<file path="config.mk">
export PLATFORM = sky130hd
export DESIGN_NAME = sha256_three_round_precalc
export DESIGN_NICKNAME = d
export VERILOG_FILES = /design/src/rtl/s3rp_pkg.sv /design/src/rtl/s3rp_round_cell.sv /design/src/rtl/sha256_three_round_precalc.sv
export SDC_FILE = /design/constraint.sdc
export NUM_CORES = 2
export LEC_CHECK = 0
export ABC_CLOCK_PERIOD_IN_PS = 86400
export BUFFER_PORTS_ARGS = -buffer_cell sky130_fd_sc_hd__buf_2
export CORE_ASPECT_RATIO = 0.6
export CORE_MARGIN = 4
export CORE_UTILIZATION = 60
export CTS_CLUSTER_DIAMETER = 60
export DETAILED_ROUTE_END_ITERATION = 8
export GPL_TIMING_DRIVEN = 0
export PLACE_DENSITY_LB_ADDON = 0.12
export SYNTH_ARGS = -nofsm -noshare
export SYNTH_HDL_FRONTEND = slang
export SYNTH_SLANG_ARGS = --single-unit
</file>
<file path="constraint.sdc">
create_clock -name clk -period 86.4 [get_ports clk]
set_clock_uncertainty 0.1 [all_clocks]
set_input_delay 4.32 -clock clk [delete_from_list [all_inputs] [get_ports clk]]
set_output_delay 4.32 -clock clk [all_outputs]
set_load 0.01 [all_outputs]
</file>
<file path="src/rtl/s3rp_pkg.sv">
package s3rp_pkg;

  localparam int unsigned WORD_W = 32;
  localparam int unsigned ROUNDS = 3;

  typedef logic [WORD_W-1:0] word_t;

  localparam word_t ROUND_K [ROUNDS] = '{32'h428a2f98, 32'h71374491, 32'hb5c0fbcf};

  // Item flowing between round cells. Message words are used from slot 0 and
  // rotated; results enter at the top slot and shift down.
  typedef struct packed {
    logic                    valid;
    word_t                   a, b, c, d, e, f, g, h;
    word_t [ROUNDS-1:0]      w;
    word_t [ROUNDS-1:0]      na;
    word_t [ROUNDS-1:0]      ne;
  } work_t;

  // Inside a cell, after the sum stage.
  typedef struct packed {
    logic                    valid;
    word_t                   t1, t2;
    word_t                   a, b, c, d, e, f, g;
    word_t [ROUNDS-1:0]      w;
    word_t [ROUNDS-1:0]      na;
    word_t [ROUNDS-1:0]      ne;
  } mid_t;

  function automatic word_t big_sigma0(input word_t v);
    big_sigma0 = {v[1:0], v[31:2]} ^ {v[12:0], v[31:13]} ^ {v[21:0], v[31:22]};
  endfunction

  function automatic word_t big_sigma1(input word_t v);
    big_sigma1 = {v[5:0], v[31:6]} ^ {v[10:0], v[31:11]} ^ {v[24:0], v[31:25]};
  endfunction

  function automatic word_t choose(input word_t e, input word_t f, input word_t g);
    choose = g ^ ((f ^ g) & e);
  endfunction

  function automatic word_t majority(input word_t a, input word_t b, input word_t c);
    majority = ((a | b) & c) | (a & b);
  endfunction

endpackage

</file>
<file path="src/rtl/s3rp_round_cell.sv">
module s3rp_round_cell (
  input  logic           clk,
  input  logic           rst,
  input  s3rp_pkg::word_t k,
  input  s3rp_pkg::work_t din,
  output s3rp_pkg::work_t dout
);

  localparam int unsigned LAST = s3rp_pkg::ROUNDS - 1;

  s3rp_pkg::mid_t  mid, mid_next;
  s3rp_pkg::work_t dout_next;

  // stage 1: T1 and T2
  always_comb begin
    mid_next.valid = din.valid;
    mid_next.t1 = din.h + s3rp_pkg::big_sigma1(din.e) + s3rp_pkg::choose(din.e, din.f, din.g)
                  + k + din.w[0];
    mid_next.t2 = s3rp_pkg::big_sigma0(din.a) + s3rp_pkg::majority(din.a, din.b, din.c);
    mid_next.a  = din.a;
    mid_next.b  = din.b;
    mid_next.c  = din.c;
    mid_next.d  = din.d;
    mid_next.e  = din.e;
    mid_next.f  = din.f;
    mid_next.g  = din.g;
    mid_next.w  = din.w;
    mid_next.na = din.na;
    mid_next.ne = din.ne;
  end

  // stage 2: state update, result words shift down, message words rotate
  always_comb begin
    dout_next.valid = mid.valid;
    dout_next.a = mid.t1 + mid.t2;
    dout_next.b = mid.a;
    dout_next.c = mid.b;
    dout_next.d = mid.c;
    dout_next.e = mid.d + mid.t1;
    dout_next.f = mid.e;
    dout_next.g = mid.f;
    dout_next.h = mid.g;
    for (int i = 0; i < LAST; i++) begin
      dout_next.w[i]  = mid.w[i+1];
      dout_next.na[i] = mid.na[i+1];
      dout_next.ne[i] = mid.ne[i+1];
    end
    dout_next.w[LAST]  = mid.w[0];
    dout_next.na[LAST] = dout_next.a;
    dout_next.ne[LAST] = dout_next.e;
  end

  always_ff @(posedge clk) begin
    if (rst) begin
      mid.valid  <= 1'b0;
      dout.valid <= 1'b0;
    end else begin
      mid  <= mid_next;
      dout <= dout_next;
    end
  end

endmodule

</file>
<file path="src/rtl/sha256_three_round_precalc.sv">
// Three-round SHA-256 midstate precalculation.
//
// Command channel: a transfer happens at a rising edge with start high and
// busy low. The item is the midstate (state_a .. state_h) and the first
// three message words of the second block (msg_word0 .. msg_word2).
// busy is low except during reset, so a new item may follow every cycle.
//
// Result channel: done is high for exactly one cycle and the six words
// a_round1..3 and e_round1..3 (new a and e after rounds one to three) are
// valid in that cycle only. The receiver cannot stall; there is no backpressure.
//
// Structure: a row of three identical round cells, each two register stages
// deep (T1/T2 sums, then the state update). Results come from the state-update
// register of the third cell; throughput is one item per cycle outside reset, set
// by the cell stage, whose longest path is the five-operand T1 sum.
//
// Reset clears the valid bits in the row, so items in flight are dropped
// and no result is strobed until new items arrive. Nothing else is kept.
module sha256_three_round_precalc (
  input  logic             clk,
  input  logic             rst,
  input  logic             start,
  output logic             busy,
  input  s3rp_pkg::word_t  state_a,
  input  s3rp_pkg::word_t  state_b,
  input  s3rp_pkg::word_t  state_c,
  input  s3rp_pkg::word_t  state_d,
  input  s3rp_pkg::word_t  state_e,
  input  s3rp_pkg::word_t  state_f,
  input  s3rp_pkg::word_t  state_g,
  input  s3rp_pkg::word_t  state_h,
  input  s3rp_pkg::word_t  msg_word0,
  input  s3rp_pkg::word_t  msg_word1,
  input  s3rp_pkg::word_t  msg_word2,
  output logic             done,
  output s3rp_pkg::word_t  a_round1,
  output s3rp_pkg::word_t  a_round2,
  output s3rp_pkg::word_t  a_round3,
  output s3rp_pkg::word_t  e_round1,
  output s3rp_pkg::word_t  e_round2,
  output s3rp_pkg::word_t  e_round3
);

  localparam int unsigned NR = s3rp_pkg::ROUNDS;

  s3rp_pkg::work_t link [NR+1];

  assign busy = rst;

  // Head of the row: the incoming item, result slots zeroed.
  always_comb begin
    link[0].valid = start & ~busy;
    link[0].a = state_a;
    link[0].b = state_b;
    link[0].c = state_c;
    link[0].d = state_d;
    link[0].e = state_e;
    link[0].f = state_f;
    link[0].g = state_g;
    link[0].h = state_h;
    link[0].w[0] = msg_word0;
    link[0].w[1] = msg_word1;
    link[0].w[2] = msg_word2;
    link[0].na = '0;
    link[0].ne = '0;
  end

  for (genvar i = 0; i < NR; i++) begin : g_cell
    s3rp_round_cell u_cell (
      .clk  (clk),
      .rst  (rst),
      .k    (s3rp_pkg::ROUND_K[i]),
      .din  (link[i]),
      .dout (link[i+1])
    );
  end

  // After the last cell, slot 0 holds round one, slot 2 round three.
  assign done     = link[NR].valid;
  assign a_round1 = link[NR].na[0];
  assign a_round2 = link[NR].na[1];
  assign a_round3 = link[NR].na[2];
  assign e_round1 = link[NR].ne[0];
  assign e_round2 = link[NR].ne[1];
  assign e_round3 = link[NR].ne[2];

  // Every transfer gives one strobe, and nothing else does.
  a_latency: assert property (@(posedge clk) disable iff (rst)
    done == $past(start && !busy, 6))
    else $error("result strobe does not match accepted items");

  // Round one: a1 - e1 = T2 - d.
  a_round1_rel: assert property (@(posedge clk) disable iff (rst)
    done |-> ((a_round1 - e_round1) ==
      $past(s3rp_pkg::big_sigma0(state_a) + s3rp_pkg::majority(state_a, state_b, state_c)
            - state_d, 6)))
    else $error("round one a/e words inconsistent");

  // Reset drops work in flight.
  a_reset_flush: assert property (@(posedge clk) rst |=> !done)
    else $error("result strobe right after reset");

endmodule

</file>
==> metrics.yaml <==
maximum_buffer_depth_of_the_clock_tree: 3
postCtsSetupBuffers: 0
layout.filler_cells: 9126
cp-start-kind: "input port"
drc: 0
cts.htree.levels: 4
grtUsageTotal_pct: 32.4
clock_sink_count: 1702
worstSetupPathType: "input port to flop"
total_number_of_vias: 48000
post_route_cells_drive_above_1_share_pct: 13.7
syn_area_per_cell_um2: 14.7
final.period_utilization_pct: 10.7
stdcell_count: 8138
crit_fanout: 4
slew_viol_final: 0
route.detailed.wl_per_inst_um: 28.3
critical_path_arrival_ns: 9.65
die_width_um: 482
worstPathCellList: "buf_2 -> clkbuf_1 -> mux2i_1 -> fa_1 -> inv_1 -> fa_1 -> inv_1 -> fa_1 -> inv_1 -> ha_1 -> and4_1 -> a21oi_1 -> o21ai_0 -> a21oi_1 -> nand2_1 -> nor3_1 -> nor3_1 -> o21ai_0 -> o21ai_0 -> xor2_1"
tritoncts: "yes"
via_count_of_the_first_global_routing_pass: 44700
post_cts_hold_buffer_count: 0
detailedRoute.firstIterationViolations: 7362
die_area_um2: 141000
syn-cell-area_um2: 80800
cap_violations: 0
dp_hpwl_mm: 183
final.hold.worst_slack_ns: 0.299
seq_cells_post_synth: 1702
regArea_um2: 51000
postPlaceCellArea_um2: 86100
ys_types: 78
first_pass_grt_wire_length_mm: 320
slew_headroom_pct: 36.8
worstPathRequired_ns: 86.82
synth_top_flop_cell: "edfxtp_1"
routed_wirelength_mm: 230
hold_class: "flop to flop"
clock_buffers_created_by_tritoncts: 153
finalSetupViolCount: 0
numPortBuffers: 548
grt_setup_unrepaired: "false"
cts.clk_slew.worst_paths_ns: 0.07
top_level_ports: 549
ant_nets: 0
nets: 7243
dpl.cell_count: 7860
synthesis.instances: 5514
grt_max_degree: 153
synth_seq_area_share_pct: 63.2
fp.dieH_um: 292
end_kind: "flop"
grt.overflow.total: 0
multi_input_comb_area_um2: 27500
post-route-min-period_ns: 9.22
number_of_enable_type_register_cells_in_the_synthesized_netlist: 1696
start_util_pct: 60.9
setup-tns-final_ns: 0
yosysWarnings: 0
hold_viol_final: 0
worstSkewPairLatency_ns: 0.81
postLayoutCellArea_um2: 91100
outcome: "finished clean"
cts_resized: 0
crit_path_max_incr_delay_ns: 0.73
critical-path-slowest-cell: "mux2i_1"
maxClockFrequency_mhz: 108
placement_rows: 103
root_buffer_selected_by_cts: "clkbuf_16"
number_of_antenna_violations_at_the_first_check_in_global_routing: 29
gpl.final_weighted_congestion: 0.961
core_area_um2: 133000
share_of_synthesized_flip_flops_with_an_asynchronous_set_or_reset_pct: 0
synth_fp_nets: 6527
syn2layout_area_growth_pct: 12.8
detailedRoute.firstPassIterationCount: 5
avgViaCountPerCell: 5.90
tightestPinTransition_ns: 0.935
## logic make-up (layout without fill, tap and decap cells)
group                    Yosys count  count (layout)  share of synthesized area (%)
flip-flops                      1702            1702                           63.2
XOR/XNOR                         726             726                           7.87
buffers and inverters            606            1439                           2.82
other                              0               6                              0
multiplexers                      97              97                           1.28
AND/OR/NAND/NOR                  676             676                           4.06
adder cells (fa/ha/maj)          751             751                           13.1
AO/OA/AOI/OAI                    956             956                           7.65
## per-stage QoR
stage / setup WS (ns) / utilization (%)
6_report: 77.18 / 68.7
3_5_place_dp: 76.49 / 65.0
3_3_place_gp: 36.10 / 64.7
4_1_cts: 77.19 / 68.7
5_1_grt: 76.92 / 68.7
2_1_floorplan: 47.38 / -
## cell type report
cell class	count	area share (%)
flip-flops and latches	1702	56.0
repair buffers	561	3.40
plain buffers	58	0.243
inverters	548	2.27
multi-input cells	3206	30.2
clock buffers	175	4.32
well taps	1785	2.45
clock inverters	97	1.12
diodes	6	0.0165
## Yosys cell counts (all sizes together) (22+ instances only)
master	number	area [um^2]
o21a	60	450
ha	465	5820
fa	193	3860
o21bai	38	285
a21oi	299	1500
edfxtp	1696	50900
a31oi	34	213
nor2	184	691
nand3	57	285
maj3	93	931
clkbuf	56	210
xor2	135	1180
xnor2	591	5180
inv	548	2060
mux2	50	563
nand2b	49	307
nor3	44	220
nand4	33	206
o211ai	22	165
nand2	163	612
a21o	172	1290
mux2i	47	470
nor2b	50	313
o21ai	162	815
## sequential cells by signal (all words and copies together) (netlist names)
name / cells
g_cell.u_cell.dout_next: 611
g_cell.u_cell.mid: 288
g_cell.u_cell.dout: 803
## placed cells by master (no fill, tap or decap), drive strengths merged, types with 38 or more instances in the layout
cell type  synthesis  routed
edfxtp          1696    1696
xnor2            591     591
inv              548     565
buf                2     563
ha               465     465
a21oi            299     299
clkbuf            56     231
fa               193     193
nor2             184     184
a21o             172     172
nand2            163     163
o21ai            162     162
xor2             135     135
maj3              93      93
o21a              60      60
clkinv             0      58
nand3             57      57
mux2              50      50
nor2b             50      50
nand2b            49      49
mux2i             47      47
nor3              44      44
o21bai            38      38
## routing by layer
layer	wire (um)	GRT usage, %	vias up
met4	4370	6.75	2
met5	20	0	-
met1	103000	52.7	23500
met3	30900	9.68	254
li1	-	-	21500
met2	92000	43.0	2709
## final timing paths
kind / start / to / slack (ns) / depth (start not counted)
max: state_e[16] / g_cell[0].u_cell.mid[574] / 77.18 / 20
min: g_cell[0].u_cell.dout_next[465] / g_cell[0].u_cell.dout[465] / 0.30 / 0
max reg2reg: g_cell[0].u_cell.dout[385] / g_cell[1].u_cell.mid[573] / 80.20 / 19
min reg2reg: g_cell[0].u_cell.dout_next[465] / g_cell[0].u_cell.dout[465] / 0.30 / 0
## critical path, delay by kind of cell
| family | cells | cell delay [ns] |
|---|---|---|
| adder cells (fa/ha/maj) | 4 | 1.61 |
| AO/OA/AOI/OAI | 5 | 1.11 |
| buffers and inverters | 5 | 0.91 |
| AND/OR/NAND/NOR | 4 | 0.80 |
| multiplexers | 1 | 0.73 |
| XOR/XNOR | 1 | 0.16 |
Power is not shown: default switching activity piles up to over one toggle a cycle in this logic, so the estimate is an artifact.
